## src/sv/biou_pkg.sv

```systemverilog
package biou_pkg;

  // Default geometry: 12.4 coordinates, ratio with 16 fraction bits.
  localparam int CoordBitsDef = 16;
  localparam int RatioBitsDef = 16;

  // Pipeline depth in front of the divider: overlap (2) + area (2).
  localparam int FrontStages = 4;

endpackage

```

## src/sv/biou_area.sv

```systemverilog
module biou_area import biou_pkg::*; #(
  parameter int COORD_BITS = CoordBitsDef
) (
  input  logic                    clk_i,
  input  logic                    rst_ni,
  input  logic                    in_valid_i,
  output logic                    in_ready_o,
  input  logic [COORD_BITS:0]     iw_i,
  input  logic [COORD_BITS:0]     ih_i,
  input  logic [COORD_BITS-1:0]   aw_i,
  input  logic [COORD_BITS-1:0]   ah_i,
  input  logic [COORD_BITS-1:0]   bw_i,
  input  logic [COORD_BITS-1:0]   bh_i,
  output logic                    out_valid_o,
  input  logic                    out_ready_i,
  output logic [2*COORD_BITS+2:0] inter_o,
  output logic [2*COORD_BITS+2:0] uni_o,
  output logic                    empty_o
);

  localparam int PW = 2 * COORD_BITS;     // size product
  localparam int IW = 2 * COORD_BITS + 2; // overlap product
  localparam int UW = 2 * COORD_BITS + 3; // union

  logic v3_q, v4_q;
  logic adv3, adv4;

  logic [IW-1:0] inter3_q;
  logic [PW-1:0] pa_q, pb_q;
  logic [UW-1:0] uni_d, uni_q, inter4_q;
  logic          empty_q;

  assign adv4       = ~v4_q | out_ready_i;
  assign adv3       = ~v3_q | adv4;
  assign in_ready_o = adv3;

  // areas at doubled coordinates are four times the size products
  assign uni_d = {1'b0, pa_q, 2'b00} + {1'b0, pb_q, 2'b00} - {1'b0, inter3_q};

  always_ff @(posedge clk_i or negedge rst_ni) begin
    if (!rst_ni) begin
      v3_q <= 1'b0;
      v4_q <= 1'b0;
    end else begin
      if (adv3) v3_q <= in_valid_i;
      if (adv4) v4_q <= v3_q;
    end
  end

  always_ff @(posedge clk_i) begin
    if (adv3 && in_valid_i) begin
      inter3_q <= iw_i * ih_i;
      pa_q     <= aw_i * ah_i;
      pb_q     <= bw_i * bh_i;
    end
    if (adv4 && v3_q) begin
      uni_q    <= uni_d;
      inter4_q <= {1'b0, inter3_q};
      empty_q  <= (uni_d == '0);
    end
  end

  assign out_valid_o = v4_q;
  assign inter_o     = inter4_q;
  assign uni_o       = uni_q;
  assign empty_o     = empty_q;

endmodule

```

## config.mk

```make
export PLATFORM = sky130hd
export DESIGN_NAME = biou_area
export DESIGN_NICKNAME = d
export VERILOG_FILES = /design/src/sv/biou_pkg.sv /design/src/sv/biou_area.sv
export SDC_FILE = /design/constraint.sdc
export NUM_CORES = 2
export LEC_CHECK = 0
export BUFFER_PORTS_ARGS = -buffer_cell sky130_fd_sc_hd__clkbuf_2
export CAP_MARGIN = 20
export CORE_MARGIN = 2
export CORE_UTILIZATION = 40
export DETAILED_ROUTE_END_ITERATION = 16
export GPL_TIMING_DRIVEN = 0
export PLACE_DENSITY = 0.53
export SKIP_LAST_GASP = 1
export SYNTH_ARGS = -nofsm -noshare
export SYNTH_HDL_FRONTEND = slang
export SYNTH_SLANG_ARGS = --single-unit
```

## constraint.sdc

```tcl
create_clock -name clk_i -period 4.85 [get_ports clk_i]
set_clock_uncertainty 0.1 [all_clocks]
set_input_delay 0.485 -clock clk_i [delete_from_list [all_inputs] [get_ports clk_i]]
set_output_delay 0.485 -clock clk_i [all_outputs]
set_load 0.02 [all_outputs]
```

### Word-level counts from Yosys, hierarchy flattened

Cells that the tools add are included.

| storage, ports and cells | value |
|---|---|
| register bits after elaboration | 170 |
| bits of input ports | 102 |
| output and inout bits | 73 |
| logic and storage cells | 20 |

| cells by class | value |
|---|---|
| add/subtract/negate cells | 2 |
| multipliers | 3 |
| bitwise gates (word level) | 4 |
| reduce and logical (&&, ||, !) cells | 3 |

Operators by type and width:

| cell | count |
|---|---|
| $mul 16x16->32 | 2 |
| $add 34x34->35 | 1 |
| $logic_not 35->1 | 1 |
| $sub 35x34->35 | 1 |
| $mul 17x17->34 | 1 |
| $logic_and 1x1->1 | 2 |
| $not 1->1 | 2 |
| $or 1x1->1 | 2 |

### Logic depth before layout (Yosys ltp)

| depth | value |
|---|---|
| depth in word-level cells | 4 |
| mapped depth | 26 |
| gate-level depth less buffers | 25 |

### Worst setup path before layout

OpenSTA, ideal clock, no wires.

| timing path | value |
|---|---|
| path type | in2reg |
| from | input port bw_i[11] |
| to | register pb_q[31] (data pin) |
| library setup time | 0.260 ns |
| arrival time | 6.303 ns |
| data required time | 4.490 ns |
| setup slack | -1.813 ns |
| stages | 22 |
| path buffers | 1 |
| path through | clkbuf_1 nand2_1 fa_1 inv_1 fa_1 fa_1 fa_1 fa_1 inv_1 fa_1 inv_1 ha_1 a21o_1 a21o_1 a21o_1 a311oi_1 a31oi_1 o41a_1 o41ai_1 o21ai_0 a21oi_1 xnor2_1 |

| between the ends | value |
|---|---|
| cells in the longest elaborated chain, start to end | 1 |

RTL lines:

| what | RTL line | source |
|---|---|---|
| start, declared | biou_area.sv:12 | `input logic [COORD_BITS-1:0] bw_i,` |
| $mul 16x16->32 | biou_area.sv:54 | `pb_q <= bw_i * bh_i;` |
| end signal, assigned | biou_area.sv:54 |  |
| end, declared | biou_area.sv:29 | `logic [PW-1:0] pa_q, pb_q;` |

Every way passes these cells.
A chain may end at the register's enable or synchronous reset.

### Final worst setup path

| timing path | value |
|---|---|
| from | input port bw_i[7] |
| to | register pb_q[31] (data pin) |

The elaborated chain is that of the path after synthesis.

==> metrics.md <==
| Metric | Value |
|---|---|
| Hold violation count in the final report | `0` |
| Setup crit end kind | `register` |
| Synth top cells by count | `inv_1 (852), fa_1 (644), nand2_1 (474), and2_1 (378), ha_1 (349)` |
| Via count | `between 20000 and 25000` |
| Final net count | `between 5000 and 6000` |
| DRT antenna net count | `0` |
| Average size of a mapped cell | `~9.6 um2` |
| GRT Overall Usage | `22.33%` |
| Crit path kind | `primary input to register` |
| FP Rows | `106` |
| Crit share post-route | `130.2%` |
| DIE AREA | `a little under 0.09 mm2` |
| Pin count of the biggest net entering global routing | `69` |
| Vias in the first global route | `26060` |
| DRT iter0 DRCs | `approximately 1300` |
| Reg2reg setup slack | `-0.52 ns` |
| Reg clk slew, reported paths | `around 0.07 ns` |
| Final max-slew violation count | `0` |
| Share of cells above drive strength 1 | `21.02%` |
| Max stage delay on crit path | `0.62 ns` |
| Ys Warns | `0` |
| Vert. Die Dim | `294.2 um` |
| Failing checks | `negative setup slack` |
| Diode count | `0` |
| Fmax | `0.1584 GHz` |
| Drt pass-1 iters | `5` |
| Port bufs | `171` |
| Req. time, crit path | `4.93 ns` |
| Clock buffer depth | `2` |
| Antenna violations before repair | `2` |
| CP cell instances | `clkbuf_8 > clkbuf_16 > buf_6 > nand2_1 > fa_1 > inv_1 > fa_1 > fa_1 > fa_2 > fa_1 > inv_1 > fa_1 > inv_1 > ha_2 > a21o_1 > a21o_1 > a21o_1 > a311oi_2 > a31oi_2 > o41a_1 > o41ai_4 > o21ai_1 > a21oi_1 > xnor2_1` |
| Area grow syn2layout | `24.70%` |
| Fin crit period | `6.315 ns` |
| Synth Flop Type | `edfxtp_1` |
| Post-DP HPWL | `~76 mm` |
| Clock sinks | `169` |
| Hold Startpoint | `in_valid_i` |
| Hold/Removal Path Class | `primary input to register` |
| Seq/Total Area, Yosys | `15.03%` |
| Reg-to-reg startpoint | `inter3_q[3]$_DFFE_PP_` |
| Yosys cell types | `64` |
| Final setup violation count | `62` |
| CP arrival | `between 6 and 7 ns` |
| Crit Path Max Fanout | `7` |
| Most frequent cell after synthesis | `inv_1` |
| Die width | `294.2 um` |
| Rel. slew slack | `around 58%` |
| CTS Buf Count | `17` |
| IO Count | `175` |
| Crit path max-delay cell type | `fa_1` |
| Hold path depth | `2` |
| Share of the synthesized area in the top cell type | `38.27%` |
| Post-DR wirelength/cell | `18.57 um` |
| Reg2reg path depth | `14` |
| Post-Synthesis Cells | `roughly 3500` |
| Most used cell, CP | `fa_1` |
| Drt via density | `4.931` |
| Yosys reg bits | `169` |
| H-tree depth | `4` |
| Cell family with most CP delay | `adder cells` |
| Worst-skew pair later-pin latency | `0.44 ns` |
| Outcome | `finished, violations left` |
| Root Driver | `clkbuf_16` |
| Post-synth EDFFs | `167` |
| R2r endpoint | `empty_o$_DFFE_PP_` |
| Core Region | `0.08356 mm2` |
| GP Congestion | `around 0.90` |
| Synth area leader | `fa_1` |
| Dpl cells | `4773` |
| Worst Path Buf+Inv | `6` |
| Max Cap Viol | `0` |
| Crit start category | `primary input` |
| Final Non-Filler Cells | `5000` |
| Mapped Area | `0.03369 mm2` |
| Area contributors post-synth | `fa_1 (38%), edfxtp_1 (15%), ha_1 (13%)` |
| Hold slack | `about 0.15 ns` |
| GRT overflow | `0` |
| CTS tree | `done` |
| Final WL | `92.83 mm` |
| Initial core utilization | `40.32%` |
| Syn Nets | `4615` |
| DRC | `0` |
| Ys async rst share | `approximately 1.2%` |
| RSZ-0062 raised after global routing | `true` |
| Worst Hold Path EP | `v3_q$_DFFE_PN0N_` |
| First-pass GRT wire length | `around 150 mm` |
| Slew of the pin with the lowest slew margin | `between 0.6 and 0.7 ns` |
| Setup slack after layout | `-1.465 ns` |
## sequential cells by signal (all words and copies together) (netlist names)
| name | count |
|---|---|
| inter3_q | 34 |
| pb_q | 32 |
| out_valid_o | 1 |
| v3_q | 1 |
| pa_q | 32 |
| empty_o | 1 |
| uni_o | 35 |
| inter_o | 33 |
## logic make-up (layout without fill, tap and decap cells)
family | after synthesis | in the layout | share of synthesized area, %
flops | 169 | 169 | 15.03
simple gates | 1003 | 1003 | 14.67
fa+ha+maj | 993 | 993 | 51.23
other cells | 1 | 1 | 0.01113
buf+inv | 962 | 1362 | 10.74
compound gates | 278 | 278 | 5.352
xor+xnor | 114 | 114 | 2.964
## per-layer routing
| layer | track usage, % | part of all wire (%) | vias up | routed length, um |
|---|---|---|---|---|
| li1 | - | - | 11430 | - |
| met5 | 0 | 0 | - | 0 |
| met1 | 32.53 | 47 | 12560 | 43660 |
| met2 | 35.62 | 46 | 572 | 42830 |
| met4 | 5.052 | 2.1 | 0 | 1904 |
| met3 | 2.644 | 4.8 | 87 | 4433 |
## final cells by class
class                           count  area (um2)
Inverter                          852        3201
Sequential cell                   169        5065
Multi-Input combinational cell   2389       26570
Fill cell                        7851       41540
Clock inverter                     13       135.1
Timing Repair Buffer              370        3294
Tap cell                         1080        1351
Buffer                            109        1966
Clock buffer                       18       429.2
## worst max path at each step
stage                              end  slack, ns     start  depth (start not counted)
global placement    pb_q[31]$_DFFE_PP_      -2.55   bw_i[4]                         23
finish              pb_q[31]$_DFFE_PP_      -1.46   bw_i[7]                         24
detailed placement  pb_q[31]$_DFFE_PP_      -2.56   bw_i[4]                         23
CTS                 pb_q[31]$_DFFE_PP_      -1.51  bh_i[15]                         22
global route        pb_q[31]$_DFFE_PP_      -1.63   bw_i[9]                         23
floorplan           pb_q[29]$_DFFE_PP_      -1.43  bw_i[11]                         22
## metrics by stage
step	setup slack (ns)	utilization, %	area [um2]	TNS (ns)
detailed placement	-2.557	44.23	36960	-98.05
floorplan	-1.432	-	34690	-37.87
CTS	-1.509	49.26	41160	-42.90
global placement	-2.551	44.16	36900	-98.54
global route	-1.629	50.28	42010	-57.18
finish	-1.465	50.28	42010	-46.74
## layout by cell type (no fill, tap or decap), types with 10 or more instances in the layout
cell type,synthesis,routed
buf_4,2,164
o21a_1,10,10
clkbuf_16,0,84
a21o_1,44,44
buf_6,0,44
o21bai_1,18,16
o21ai_2,1,11
edfxtp_1,167,167
o21ai_0,42,14
xnor2_1,80,67
clkbuf_8,0,51
nand3_1,25,18
and2_1,378,342
ha_4,0,32
inv_1,852,805
nor2_1,48,39
clkbuf_2,0,91
nand2b_1,13,12
xor2_1,34,31
nand2_1,474,445
buf_8,0,25
fa_2,0,39
ha_1,349,309
inv_2,0,46
xnor2_2,0,12
clkbuf_4,0,22
nand2_2,0,25
nor3_1,20,13
fa_1,644,605
and2_4,0,36
a21oi_1,89,56
o21ai_1,1,16
clkbuf_1,107,10
a21oi_2,0,31
## repair_timing
action / 4_1_cts / 5_1_grt
gates resized for setup: 503 / 171
hold buffers: 1 / 0
gates cloned: 1 / 1
pin swaps: 208 / 161
endpoints found under the setup margin: 67 / 67
hold endpoints to repair: 2 / 0
buffers inserted: 151 / 55
Power is left out: the tool's default activity adds up to more than one toggle a clock period on the data nets, which glitch-free logic cannot reach.
