## src/sv/biou_pkg.sv

```systemverilog
package biou_pkg;

  // Default geometry: 12.4 coordinates, ratio with 16 fraction bits.
  localparam int CoordBitsDef = 16;
  localparam int RatioBitsDef = 16;

  // Pipeline depth in front of the divider: overlap (2) + area (2).
  localparam int FrontStages = 4;

endpackage

```

## src/sv/biou_div.sv

```systemverilog
module biou_div import biou_pkg::*; #(
  parameter int COORD_BITS = CoordBitsDef,
  parameter int RATIO_BITS = RatioBitsDef
) (
  input  logic                    clk_i,
  input  logic                    rst_ni,
  input  logic                    in_valid_i,
  output logic                    in_ready_o,
  input  logic [2*COORD_BITS+2:0] inter_i,
  input  logic [2*COORD_BITS+2:0] uni_i,
  input  logic                    empty_i,
  output logic                    out_valid_o,
  input  logic                    out_ready_i,
  output logic [RATIO_BITS:0]     ratio_o,
  output logic                    empty_o
);

  localparam int UW = 2 * COORD_BITS + 3;
  localparam int NS = RATIO_BITS + 1; // integer bit, then one bit per stage

  logic [NS-1:0]     v_q;
  logic [NS:0]       adv;
  logic [UW-1:0]     rem_q [NS];
  logic [UW-1:0]     uni_q [NS];
  logic [RATIO_BITS:0] quo_q [NS];
  logic [NS-1:0]     empty_q;

  assign adv[NS]    = out_ready_i;
  assign in_ready_o = adv[0];

  for (genvar k = 0; k < NS; k++) begin : g_stage
    logic          prev_valid;
    logic [UW-1:0] prev_uni;
    logic          prev_empty;
    logic [UW:0]   trial;
    logic [RATIO_BITS:0] prev_quo;
    logic          ge;
    logic [UW:0]   diff;

    if (k == 0) begin : g_first
      // no shift: inter never exceeds union, so this bit marks a full overlap
      assign prev_valid = in_valid_i;
      assign prev_uni   = uni_i;
      assign prev_empty = empty_i;
      assign trial      = {1'b0, inter_i};
      assign prev_quo   = '0;
    end else begin : g_next
      assign prev_valid = v_q[k-1];
      assign prev_uni   = uni_q[k-1];
      assign prev_empty = empty_q[k-1];
      assign trial      = {rem_q[k-1], 1'b0};
      assign prev_quo   = quo_q[k-1];
    end

    assign ge   = (trial >= {1'b0, prev_uni});
    assign diff = trial - {1'b0, prev_uni};
    assign adv[k] = ~v_q[k] | adv[k+1];

    always_ff @(posedge clk_i or negedge rst_ni) begin
      if (!rst_ni) begin
        v_q[k] <= 1'b0;
      end else if (adv[k]) begin
        v_q[k] <= prev_valid;
      end
    end

    always_ff @(posedge clk_i) begin
      if (adv[k] && prev_valid) begin
        rem_q[k]   <= ge ? diff[UW-1:0] : trial[UW-1:0];
        uni_q[k]   <= prev_uni;
        quo_q[k]   <= {prev_quo[RATIO_BITS-1:0], ge};
        empty_q[k] <= prev_empty;
      end
    end
  end

  assign out_valid_o = v_q[NS-1];
  assign ratio_o     = empty_q[NS-1] ? '0 : quo_q[NS-1];
  assign empty_o     = empty_q[NS-1];

endmodule

```

## config.mk

```make
export PLATFORM = sky130hd
export DESIGN_NAME = biou_div
export DESIGN_NICKNAME = d
export VERILOG_FILES = /design/src/sv/biou_pkg.sv /design/src/sv/biou_div.sv
export SDC_FILE = /design/constraint.sdc
export NUM_CORES = 2
export LEC_CHECK = 0
export ABC_CLOCK_PERIOD_IN_PS = 7400
export BUFFER_PORTS_ARGS = -buffer_cell sky130_fd_sc_hd__buf_2
export CAP_MARGIN = 30
export CORE_UTILIZATION = 25
export DETAILED_ROUTE_END_ITERATION = 8
export PLACE_DENSITY = 0.48
export SLEW_MARGIN = 30
export SYNTH_ARGS = -nofsm -noshare
export SYNTH_HDL_FRONTEND = slang
export SYNTH_SLANG_ARGS = --single-unit
```

## constraint.sdc

```tcl
create_clock -name clk_i -period 7.4 [get_ports clk_i]
set_input_delay 0.74 -clock clk_i [delete_from_list [all_inputs] [get_ports clk_i]]
set_output_delay 0.74 -clock clk_i [all_outputs]
set_load 0.02 [all_outputs]
```

; ---- Yosys cells after proc, flatten, opt, wreduce, memory -nomap -nowiden
; Memories as Yosys holds them, arrays and structs flattened.
; Index checks and enable logic that the tools add are counted.
; Widths: inputs -> output; s select.
[totals]
regBits = 34
ram_bits = 1479
input_bits = 75
output_inout_bits = 20
elab_cells = 174
memories = 3
[op_classes]
addsub = 17
order_cmp = 17
mux = 52
n_bitwise = 34
n_reduce_logical = 17
[mem_list]
columns = memory, words, word_bits, rd, rd_clocked_by_memory_dff, wr, line
row1 = rem_q, 17, 35, 16, 0, 17, biou_div.sv:23  ; logic [UW-1:0] rem_q [NS];
row2 = uni_q, 17, 35, 16, 0, 17, biou_div.sv:24  ; logic [UW-1:0] uni_q [NS];
row3 = quo_q, 17, 17, 17, 0, 17, biou_div.sv:25  ; logic [RATIO_BITS:0] quo_q [NS];
[ops]
columns = operator, n
row1 = $mux 35, 17
row2 = $sub 35x35->35, 17
row3 = $ge 36x35->1, 16
row4 = $ge 35x35->1, 1
row5 = $mux 1, 34
row6 = $logic_and 1x1->1, 17
row7 = $mux 17, 1
row8 = $not 1->1, 17
row9 = $or 1x1->1, 17

; ---- Depth between registers and ports, before layout
[depth]
depth_word = 21
mapped_depth = 15
ltp_nobuf = 13

; ---- Worst setup path after synthesis
; No wires, ideal clock.
[synth_path]
kind = in2reg
from = input port out_ready_i
to = register empty_q[6], in the netlist g_stage[7].prev_empty, enable pin
setup_ns = 0.634
t_arrival_ns = 7.207
required_ns = 6.766
setup_slack_ns = -0.440
path_stages = 7
n_path_buf = 0
cell_sequence = nor2b_1 nand3_1 nor2_1 and2_1 and3_1 and3_1 a21boi_0
[synth_via]
elab_chain_len = 12
[synth_lines]
columns = item, line
row1 = from (decl), biou_div.sv:13  ; input logic out_ready_i,
row2 = $or 1x1->1 (11 in series), biou_div.sv:57  ; assign adv[k] = ~v_q[k] | adv[k+1];
row3 = $logic_and 1x1->1, biou_div.sv:68  ; if (adv[k] && prev_valid) begin
row4 = "to (signal, indexed assignment)", biou_div.sv:72  ; empty_q[k] <= prev_empty;
row5 = to (decl), biou_div.sv:26  ; logic [NS-1:0] empty_q;
; No other way between the ends.
; A chain may end at the register's enable or synchronous reset.

; ---- Worst setup path after layout
[layout_path]
from = register v_q[16], in the netlist out_valid_o
to = output port in_ready_o
[layout_via]
elab_chain_len = 18
[layout_lines]
columns = item, line
row1 = from (decl), biou_div.sv:21  ; logic [NS-1:0] v_q;
row2 = "from (signal, indexed assignment)", biou_div.sv:63  ; v_q[k] <= prev_valid;
row3 = $not 1->1, biou_div.sv:57
row4 = $or 1x1->1 (17 in series), biou_div.sv:57
row5 = to (decl), biou_div.sv:8  ; output logic in_ready_o,
; No other way between the ends.

==> out/results.ini <==
[cells_and_area]
final_area_um2 = 86900
layout.cells.most_common = sky130_fd_sc_hd__edfxtp_1
final_nets = 7881
fin_util_pct = 28.6
syn_to_final_growth_pct = 13.4
share_of_cells_above_drive_strength_1_pct = 6.97
layout.filler_cells = 31041
top_library_cells_by_usage_in_the_layout_fill_and_taps_aside = sky130_fd_sc_hd__edfxtp_1 (1290), sky130_fd_sc_hd__inv_1 (750), sky130_fd_sc_hd__ha_1 (594), sky130_fd_sc_hd__a21oi_1 (583), sky130_fd_sc_hd__nand2_1 (523)

[logic_synthesis]
synth_cell_types = 100
seq_area_frac_synth_pct = 51.1
yosys_most_used_dff = sky130_fd_sc_hd__edfxtp_1
synth_edf_count = 1290
nets_in_the_synthesized_netlist = 7727
syn-mean-instance-area_um2 = 10.9
synth_area_leaders = sky130_fd_sc_hd__edfxtp_1 (51%), sky130_fd_sc_hd__ha_1 (9.7%), sky130_fd_sc_hd__a21oi_1 (3.8%)
async_reset_ff_share_pct = 1.30
count_of_state_elements_after_synthesis = 1307
synthCells = 7042
post-synth-top-area-fraction_pct = 50.6
synth_top_cell_by_area = sky130_fd_sc_hd__edfxtp_1
synth.cell_area_um2 = 76600
ys_warn_count = 0

[global_routing]
grt_max_degree = 77
grt_util_all_layers_pct = 11.2
grt_pass1_wl_um = 281000
grt_pass1_vias = 53212
grt_antenna_before_repair = 2
grt_remaining_overflow = 0

[worst_setup_path]
cpLargestDelayFamily = simple AND/OR/NAND/NOR gates
setup.worst_path.end_class = primary output
crit_fanout = 5
worst_ep_arrival_time_ps = 3900
crit_slowest_cell = sky130_fd_sc_hd__nor3_1
cp.required_ps = 6660
startpoint_type = flop
crit_path_frequent_cell = sky130_fd_sc_hd__nand2_1
critical-path-max-stage-delay_ps = 820
worstPathCellList = nor2b_1 -> nand3_1 -> nor2_1 -> nand2_1 -> nor3_1 -> nand2_1 -> inv_1 -> nand4_1 -> buf_2
worst-path-buf-inv = 2
critPathKind = flop to primary output

[clock_tree]
clock_buffers_created_by_tritoncts = 160
worst_setup_hold_path_clk_slew_ps = 60
clkLatencyLatePin_ps = 840
clock_sinks = 1307
clock_tree.root_cell = sky130_fd_sc_hd__clkbuf_16
tritoncts = done
ctsLongestPathBuffers = 4
ctsHtreeMaxLevel = 4
cts-resized-gates = 0

[place]
dp.final_hpwl_um = 138000
finalWeightedCongestion = 0.895
placement.io_buffers = 94
cell_area_after_placement_um2 = 82100

[pwr]
cellPowerDensity_nw_per_um2 = 440
leakagePower_nw = 34.5
power.ir.vdd_worst_mv = 0.179

[timing]
min_period_ps = 4640
max_freq_mhz = 215
hold_violations = 0
report.final.setup_viol = 0
worst_pin_slew_ps = 1020
rsz_0062_raised_after_global_routing = false
final.period_utilization_pct = 62.8
hold_slack_ps = 121
final_slew_viol_count = 0
timing.clock.skew_ps = 61.0
slew_headroom_pct = 31.6
fin_setup_tns_ps = 0

[routing]
wl_um = 177000
routed_via_density = 4.53
firstDrtPassIters = 6
remaining_drc_errors = 0
num_vias = 51610
drt.antenna.violating_nets = 0
detail_route.wl_per_cell_um = 15.5
drt-initial-drc-count = 2513

[floorplanning]
floorplan.die_area_um2 = 309000
rows = 202
initial_utilization_pct = 25.2
pin_count = 95
die-height_um = 556
core_um2 = 304000
die-width_um = 556

[worst_hold_path]
holdCritPathClass = input port to flop

[outcome]
outcome = finished clean

[flow_run]
cap_violations = 0

[worst register-to-register path, delay by kind of cell, from the launching register on]
family / cells / cell delay, ps
AOI/OAI and AO/OA: 6 / 1870
DFF: 1 / 440
buffers and inverters: 1 / 510
muxes: 1 / 450
adders and majority gates: 1 / 470
and+or+nand+nor: 2 / 300
[final cells by class]
type                       instances  area [µm²]  share of cell area [%]
clock buffer                     193        4200                    4.83
multi-input combinational       4834       34200                    39.3
sequential                      1307       39200                    45.1
timing repair buffer             141         850                   0.978
clock inverter                    79         602                   0.693
inverter                         752        2820                    3.25
antenna                            1        2.50                 0.00288
tap                             4080        5100                    5.87
[power by group]
group	total [mW]	switching [mW]	internal, mW	leakage (nW)
combinational	18.1	10.6	7.47	19.4
sequential	12.8	1.16	11.6	12.8
clock	7.33	3.03	4.29	2.35
total	38.2	14.8	23.4	34.5
[per-stage QoR]
step	std cells	setup slack (ps)	power, mW
after floorplan	7042	1620	26.5
after global placement	11112	2480	30.7
after detailed placement	11112	2880	31.0
after CTS	11385	2650	38.5
after global routing	11387	2420	41.2
final	11387	2760	38.2
[synth_stat cells (all sizes together), types with 33 or more instances]
cell type,n
nand2b,103
a21oi,588
and3,42
nor2,407
o211ai,45
clkbuf,106
xnor2,255
buf,43
o21bai,62
o21ai,511
nor3,103
ha,594
edfxtp,1290
a211oi,60
o31ai,57
mux2,196
nand3,115
inv,752
a31oi,51
xor2,186
nor2b,95
a21o,223
nand2,525
o21a,99
nand4,89
and2,33
[routing by layer]
layer	up-vias	part of all wire [%]	global-route usage (%)	wire, µm
li1	26077	-	-	-
met1	24103	42	12.4	74200
met2	978	49	20.6	87200
met3	452	3.1	1.65	5520
met4	0	5.5	5.97	9730
met5	-	0	0	0
[state kept, by name (all words and copies together), names as in the netlist]
signal / flops
quo_q: 153
g_stage.prev_valid: 16
rem_q: 560
out_valid_o: 1
g_stage.prev_empty: 16
empty_o: 1
uni_q: 560
[repair_timing]
item / 4_1_cts / 5_1_grt
hold buffers: 1 / 0
hold endpoints to repair: 17 / 0
setup endpoints to repair: 0 / 0
buffers inserted: 0 / 0
[final timing paths]
path                                                     end  slack, ps                    start  depth (start not counted)
hold / removal                        uni_q[0][12]$_DFFE_PP_        120                uni_i[12]                          1
min in group asynchronous  g_stage[1].prev_valid$_DFFE_PN0P_        470                   rst_ni                          2
setup reg to reg                     rem_q[0][318]$_DFFE_PP_       3100  uni_q[0][281]$_DFFE_PP_                         11
setup / recovery                                  in_ready_o       2760  out_valid_o$_DFFE_PN0P_                          9
hold reg to reg                      quo_q[0][141]$_DFFE_PP_        360  quo_q[0][123]$_DFFE_PP_                          0
max in group asynchronous            out_valid_o$_DFFE_PN0P_       6590                   rst_ni                          2
[cell families (layout without fill, tap and decap cells)]
logic type	after synthesis	after routing	synth area share (%)
XOR/XNOR	441	441	5.04
adder cells (fa/ha/maj)	610	610	10.1
flip-flops	1307	1307	51.1
other	0	1	0
AO/OA/AOI/OAI	1930	1930	15.9
AND/OR/NAND/NOR	1645	1645	10.2
buffers and inverters	901	1165	4.58
multiplexers	208	208	3.04
Power figures use the tool's default switching activity.
