## src/sv/biou_pkg.sv

```systemverilog
package biou_pkg;

  // Default geometry: 12.4 coordinates, ratio with 16 fraction bits.
  localparam int CoordBitsDef = 16;
  localparam int RatioBitsDef = 16;

  // Pipeline depth in front of the divider: overlap (2) + area (2).
  localparam int FrontStages = 4;

endpackage

```

## src/sv/biou_overlap.sv

```systemverilog
module biou_overlap import biou_pkg::*; #(
  parameter int COORD_BITS = CoordBitsDef
) (
  input  logic                  clk_i,
  input  logic                  rst_ni,
  input  logic                  in_valid_i,
  output logic                  in_ready_o,
  input  logic [COORD_BITS-1:0] ax_i,
  input  logic [COORD_BITS-1:0] ay_i,
  input  logic [COORD_BITS-1:0] aw_i,
  input  logic [COORD_BITS-1:0] ah_i,
  input  logic [COORD_BITS-1:0] bx_i,
  input  logic [COORD_BITS-1:0] by_i,
  input  logic [COORD_BITS-1:0] bw_i,
  input  logic [COORD_BITS-1:0] bh_i,
  output logic                  out_valid_o,
  input  logic                  out_ready_i,
  output logic [COORD_BITS:0]   iw_o,
  output logic [COORD_BITS:0]   ih_o,
  output logic [COORD_BITS-1:0] aw_o,
  output logic [COORD_BITS-1:0] ah_o,
  output logic [COORD_BITS-1:0] bw_o,
  output logic [COORD_BITS-1:0] bh_o
);

  // corners at doubled scale: -(2^C-1) .. 3*(2^C-1)
  localparam int SW = COORD_BITS + 3;

  function automatic logic signed [SW-1:0] corner_lo(logic [COORD_BITS-1:0] c,
                                                     logic [COORD_BITS-1:0] s);
    return signed'({2'b00, c, 1'b0}) - signed'({3'b000, s});
  endfunction

  function automatic logic signed [SW-1:0] corner_hi(logic [COORD_BITS-1:0] c,
                                                     logic [COORD_BITS-1:0] s);
    return signed'({2'b00, c, 1'b0}) + signed'({3'b000, s});
  endfunction

  logic v1_q, v2_q;
  logic adv1, adv2;

  logic signed [SW-1:0] lox_d, hix_d, loy_d, hiy_d;
  logic signed [SW-1:0] lox_q, hix_q, loy_q, hiy_q;
  logic [COORD_BITS-1:0] aw1_q, ah1_q, bw1_q, bh1_q;

  logic signed [SW:0]   dx, dy;
  logic [COORD_BITS:0]  iw_d, ih_d;
  logic [COORD_BITS:0]  iw_q, ih_q;
  logic [COORD_BITS-1:0] aw2_q, ah2_q, bw2_q, bh2_q;

  assign adv2       = ~v2_q | out_ready_i;
  assign adv1       = ~v1_q | adv2;
  assign in_ready_o = adv1;

  always_comb begin
    logic signed [SW-1:0] la, ha, lb, hb;
    la    = corner_lo(ax_i, aw_i);
    ha    = corner_hi(ax_i, aw_i);
    lb    = corner_lo(bx_i, bw_i);
    hb    = corner_hi(bx_i, bw_i);
    lox_d = (la > lb) ? la : lb;
    hix_d = (ha < hb) ? ha : hb;
    la    = corner_lo(ay_i, ah_i);
    ha    = corner_hi(ay_i, ah_i);
    lb    = corner_lo(by_i, bh_i);
    hb    = corner_hi(by_i, bh_i);
    loy_d = (la > lb) ? la : lb;
    hiy_d = (ha < hb) ? ha : hb;
  end

  // a positive extent never exceeds twice a size, so C+1 bits hold it
  assign dx   = $signed({hix_q[SW-1], hix_q}) - $signed({lox_q[SW-1], lox_q});
  assign dy   = $signed({hiy_q[SW-1], hiy_q}) - $signed({loy_q[SW-1], loy_q});
  assign iw_d = (dx > 0) ? dx[COORD_BITS:0] : '0;
  assign ih_d = (dy > 0) ? dy[COORD_BITS:0] : '0;

  always_ff @(posedge clk_i or negedge rst_ni) begin
    if (!rst_ni) begin
      v1_q <= 1'b0;
      v2_q <= 1'b0;
    end else begin
      if (adv1) v1_q <= in_valid_i;
      if (adv2) v2_q <= v1_q;
    end
  end

  always_ff @(posedge clk_i) begin
    if (adv1 && in_valid_i) begin
      lox_q <= lox_d;
      hix_q <= hix_d;
      loy_q <= loy_d;
      hiy_q <= hiy_d;
      aw1_q <= aw_i;
      ah1_q <= ah_i;
      bw1_q <= bw_i;
      bh1_q <= bh_i;
    end
    if (adv2 && v1_q) begin
      iw_q  <= iw_d;
      ih_q  <= ih_d;
      aw2_q <= aw1_q;
      ah2_q <= ah1_q;
      bw2_q <= bw1_q;
      bh2_q <= bh1_q;
    end
  end

  assign out_valid_o = v2_q;
  assign iw_o        = iw_q;
  assign ih_o        = ih_q;
  assign aw_o        = aw2_q;
  assign ah_o        = ah2_q;
  assign bw_o        = bw2_q;
  assign bh_o        = bh2_q;

endmodule

```

## config.mk

```make
export PLATFORM = sky130hd
export DESIGN_NAME = biou_overlap
export DESIGN_NICKNAME = d
export VERILOG_FILES = /design/src/sv/biou_pkg.sv /design/src/sv/biou_overlap.sv
export SDC_FILE = /design/constraint.sdc
export NUM_CORES = 1
export LEC_CHECK = 0
export BUFFER_PORTS_ARGS = -buffer_cell sky130_fd_sc_hd__buf_2
export CAP_MARGIN = 25
export CORE_UTILIZATION = 64
export DETAILED_ROUTE_END_ITERATION = 6
export GPL_ROUTABILITY_DRIVEN = 0
export PLACE_DENSITY = 0.94
export SYNTH_ARGS = -nofsm -noshare
export SYNTH_HDL_FRONTEND = slang
export SYNTH_SLANG_ARGS = --single-unit
```

## constraint.sdc

```tcl
create_clock -name clk_i -period 6.1 [get_ports clk_i]
set_clock_uncertainty 0.1 [all_clocks]
set_input_delay 0.61 -clock clk_i [delete_from_list [all_inputs] [get_ports clk_i]]
set_output_delay 0.61 -clock clk_i [all_outputs]
set_load 0.01 [all_outputs]
```

### Word level (Yosys, flattened, before mapping)

Cells that the tools add are included.

* bits in registers: 238
* latch bits: 0
* RAM bits: 0
* memory bits (read-only): 0
* output and inout port bits: 100
* memories: 0

* add/sub/neg operators: 10
* $mul: 0
* div/mod/pow operators: 0
* order comparisons: 6
* eq/ne operators: 0
* shifts and indexed selects: 0
* muxes and demuxes: 4
* bitwise operators: 4
* reductions and logical operators: 2

Operators by type and width (number)
* $add 17x16->18: 4
* $sub 17x16->18: 4
* $gt 20x1->1 const B: 2
* $sub 19x19->20: 2
* $mux 19: 2
* $gt 18x18->1: 2
* $lt 18x18->1: 2
* $mux 18: 2
* $logic_and 1x1->1: 2
* $not 1->1: 2
* $or 1x1->1: 2

### Longest topological paths before layout

* word-level depth: 4
* depth in mapped cells: 22
* mapped depth without buffers: 20

### Least setup slack after synthesis

Ideal clock, no wire load.

* kind: input to register
* start point: input port ah_i[5]
* end point: register loy_q[10] (data pin)
* setup time: 0.265 ns
* arrival time: 4.201 ns
* data required time: 5.735 ns
* setup slack: 1.534 ns
* stages: 18
* buffers on the path: 2
* cells stage by stage: inv_1 ha_1 clkbuf_1 o21a_1 o211ai_1 a31oi_1 o311ai_0 a21oi_1 nor2_1 xor2_1 inv_1 ha_1 nand4_1 nor3_1 a221oi_1 a221oi_2 buf_2 mux2i_1

* longest elaborated chain between the ends: 3

Ends and longest elaborated chain
* from (decl): line biou_overlap.sv:11 `input logic [COORD_BITS-1:0] ah_i,`
* $sub 17x16->18 (*): line biou_overlap.sv:31 `return signed'({2'b00, c, 1'b0}) - signed'({3'b000, s});`
* $gt 18x18->1: line biou_overlap.sv:67 `loy_d = (la > lb) ? la : lb;`
* $mux 19 (*): line biou_overlap.sv:67
* net loy_d[10]: line biou_overlap.sv:42 `logic signed [SW-1:0] lox_d, hix_d, loy_d, hiy_d;`
* to (signal assigned): line biou_overlap.sv:91 `loy_q <= loy_d;`
* to (decl): line biou_overlap.sv:43 `logic signed [SW-1:0] lox_q, hix_q, loy_q, hiy_q;`

Mark *: on every way through the listed nets, which the timed path passes. The rest lies on a longest branch.
A chain may end at the register's enable or synchronous reset.

### Worst setup path in the final report

* start point: input port aw_i[0]
* end point: register lox_q[14] (data pin)

* longest elaborated chain between the ends: 3

Ends and longest elaborated chain
* from (decl): line biou_overlap.sv:10 `input logic [COORD_BITS-1:0] aw_i,`
* $sub 17x16->18 (*): line biou_overlap.sv:31
* $gt 18x18->1: line biou_overlap.sv:61 `lox_d = (la > lb) ? la : lb;`
* $mux 19 (*): line biou_overlap.sv:61
* net lox_d[14]: line biou_overlap.sv:42
* to (signal assigned): line biou_overlap.sv:89 `lox_q <= lox_d;`
* to (decl): line biou_overlap.sv:43

Marked as above.

==> results.py <==
metrics = {
    "critical_path": {
        "path_delay_family": "compound AO/OA/AOI/OAI gates",
        "critPathBufInv": 4,
        "path_cells": "buf_2, inv_1, fa_1, a21o_1, a21oi_1, o21ai_0, a41o_1, o41ai_1, o21ai_0, xnor2_1, inv_1, ha_1, nand4_1, nor3_1, a221oi_1, o21ai_0, nand3_1, buf_4, mux2i_1",
        "crit_path_max_incr_delay_ns": 0.51,
        "crit_type": "in2reg",
        "critPathArrivalTime_ns": 5.32,
        "path_max_fanout": 10,
        "critPathMostFrequentCell": "o21ai_0",
        "slowest_stage": "o41ai_1",
        "cp-start-kind": "primary input",
        "critPathRequiredTime_ns": 6.28,
        "critPathCaptureType": "flop",
    },
    "die": {
        "io-pin-count": 232,
        "core_area_sq_um": 26210,
        "rows": 59,
        "die_w_um": 165.8,
        "dieHeight_um": 165.8,
        "start_util_pct": 65.51,
        "die-area_sq_um": 27480,
    },
    "layout": {
        "synthToLayoutAreaGrowth_pct": 13.93,
        "utilization_pct": 74.63,
        "fin_cells": 2237,
        "post-route-cell-area_sq_um": 19560,
        "drive_gt1_share_pct": 16.64,
        "nets": 2250,
    },
    "clock_tree": {
        "hold_buffers": 1,
        "cts_resized": 0,
        "clock_sinks": 236,
        "h-tree-depth": 1,
        "cts_tree": "yes",
        "cts_setup_buffers": 0,
        "insertion_delay_ns": 0.54,
        "cts-root-buf": "clkbuf_16",
        "cts_buffers": 26,
        "clockBufferDepth": 3,
        "cts.clk_slew.worst_paths_ns": 0.06,
    },
    "synthesis": {
        "ys_seq_area_share_pct": 41.22,
        "synthCells": 1648,
        "synth-edff-count": 234,
        "synthArstFlopShare_pct": 0.8475,
        "synthTopCellsByCount": "inv_1, edfxtp_1, ha_1",
        "ys_types": 78,
        "ys_seq_elements": 236,
        "yosysTopAreaCell": "edfxtp_1",
        "synth_flop_cell": "edfxtp_1",
        "yosysWarningCount": 0,
        "avgSynthCellArea_sq_um": 10.42,
        "synth_nets": 2018,
        "synth_area_sq_um": 17170,
        "synth_area_leaders": "edfxtp_1, ha_1, xnor2_1",
        "synth.top_cell.area_share_pct": 40.93,
        "yosysMostFrequentCell": "inv_1",
    },
    "timing": {
        "slew_headroom_pct": 42.36,
        "max_freq_mhz": 194.4,
        "fin_crit_sh_pct": 84.33,
        "tightest_slew_ns": 0.8646,
        "slew_viol_final": 0,
        "min_period_ns": 5.144,
        "setup_tns_ns": 0,
        "setup_viol": 0,
        "hold_viol": 0,
        "rsz0062_at_grt": "no",
    },
    "flow_run": {
        "drv_cap": 0,
    },
    "power_and_ir_drop": {
        "p_comb_share_pct": 39.5,
        "clockPowerShare_pct": 25.6,
        "vdd_drop_max_v": 0.0002738,
        "power_density_nw_per_um2": 320.9,
        "seq_power_share_pct": 34.9,
        "finalPower_w": 0.006276,
        "power.switching_w": 0.002181,
        "internal_power_w": 0.004096,
        "switching_share_pct": 34.74,
        "power.leakage_nw": 9.058,
    },
    "worst_hold_path": {
        "min_path_type": "in2reg",
    },
    "grt": {
        "grt-ovfl-total": 0,
        "grt_usage_pct": 29.21,
        "grt_pass1_wl_mm": 65.04,
        "grt_pass1_vias": 13560,
        "antenna_found_initial": 3,
        "grt_max_degree": 63,
    },
    "routing": {
        "dr.pass1.iters": 7,
        "drc_errors": 23,
        "drtAntennaViolNets": 0,
        "via_count": 13570,
        "wl_per_cell_um": 18.27,
        "wirelength_mm": 40.86,
        "drt_iter0_markers": 1354,
        "viasPerCell": 6.064,
    },
    "run_status": {
        "violations": "design-rule violations",
        "status": "complete, but fails checks",
    },
    "place": {
        "portBuffers": 231,
        "dp_cells": 2185,
        "dpl_cell_area_sq_um": 18660,
        "hpwl_mm": 31.26,
    },
}
## path summary, 6_finish.rpt
| path | start | depth (start not counted) | slack [ns] | endpoint |
|---|---|---|---|---|
| max | aw_i[0] | 19 | 0.96 | lox_q[14] |
| min | bw_i[14] | 1 | 0.17 | bw1_q[14] |
| max reg2reg | hix_q[2] | 9 | 2.73 | iw_o[10] |
| min reg2reg | bw1_q[1] | 0 | 0.32 | bw_o[1] |
| max in group asynchronous | rst_ni | 2 | 5.51 | out_valid_o |
| min in group asynchronous | rst_ni | 2 | 0.29 | v1_q |
## flip-flops by register name, indices dropped and copies added, names as in the netlist, 16 cells and up
signal	count
bh1_q	16
ih_o	17
ah1_q	16
hiy_q	18
bw_o	16
aw1_q	16
lox_q	18
bw1_q	16
iw_o	17
aw_o	16
hix_q	18
bh_o	16
loy_q	18
ah_o	16
## stage by stage
step                worst slack [ns]  hold WS [ns]
floorplan                      1.534        0.2144
global placement              0.7608        0.2948
detailed placement            0.5289        0.2996
CTS                            1.095        0.1566
global route                  0.5064        0.1658
finish                        0.9558        0.1703
## cell type report
type	instances	area, sq um
inverter	237	889.6
clock buffer	32	694.4
fill	1717	6648
tap	335	419.2
timing repair buffer	242	1241
sequential	236	7077
multi-input combinational	1137	9054
antenna	3	7.507
clock inverter	15	176.4
## worst reg2reg max path, stage by stage (launching register included)
cell and delay [ns]:
edfxtp_1 0.41, ha_1 0.35, a21oi_1 0.10, a2111oi_0 0.62, o211ai_1 0.20, nand2_1 0.18, a31o_2 0.21, a31oi_4 0.09
xnor2_2 0.64, nor2_1 0.17
## layer usage
metal / global-route usage [%] / up-vias / wire, um
met2: 56.08 / 607 / 21500
met1: 31.85 / 6468 / 14860
met4: 13.00 / 0 / 1866
met3: 3.980 / 133 / 2635
met5: 0 / - / 0
li1: - / 6357 / -
## power groups by stage
stage / clock network, W / logic [W] / registers (W)
2_1_floorplan: 0 / 0.00172 / 0.00227
3_3_place_gp: 0 / 0.00228 / 0.00221
3_5_place_dp: 0 / 0.00240 / 0.00222
4_1_cts: 0.00163 / 0.00243 / 0.00219
5_1_grt: 0.00169 / 0.00271 / 0.00221
6_report: 0.00161 / 0.00248 / 0.00219
## cells in the final DEF, fill, tap and decap left out, types with 6 or more instances in the layout
master,n
inv_1,237
edfxtp_1,234
buf_2,231
ha_1,228
nor2_1,106
a21oi_1,103
xnor2_1,103
mux2i_1,62
o21ai_0,60
nand2_1,47
nor3_1,47
a21o_1,35
o21bai_1,31
nand2b_1,30
clkbuf_16,27
nor2b_1,24
o21a_1,24
xor2_1,22
a31oi_1,20
nand3_1,14
a211oi_1,10
and3_1,10
nand4_1,10
fa_1,10
buf_4,10
o211ai_1,9
o2111ai_1,8
mux2_2,8
nor3b_1,7
o41ai_1,7
a2111oi_0,7
a221oi_1,6
and2_1,6
or2_2,6
## kinds of logic after synthesis
| family | after synthesis | share of synthesized area (%) |
|---|---|---|
| AO/OA/AOI/OAI | 374 | 14.79 |
| buffers and inverters | 275 | 6.144 |
| multiplexers | 70 | 4.140 |
| AND/OR/NAND/NOR | 329 | 9.453 |
| adder cells (fa/ha/maj) | 238 | 17.78 |
| flip-flops | 236 | 41.22 |
| XOR/XNOR | 126 | 6.472 |
No activity file was read; power rests on OpenSTA's default activity.
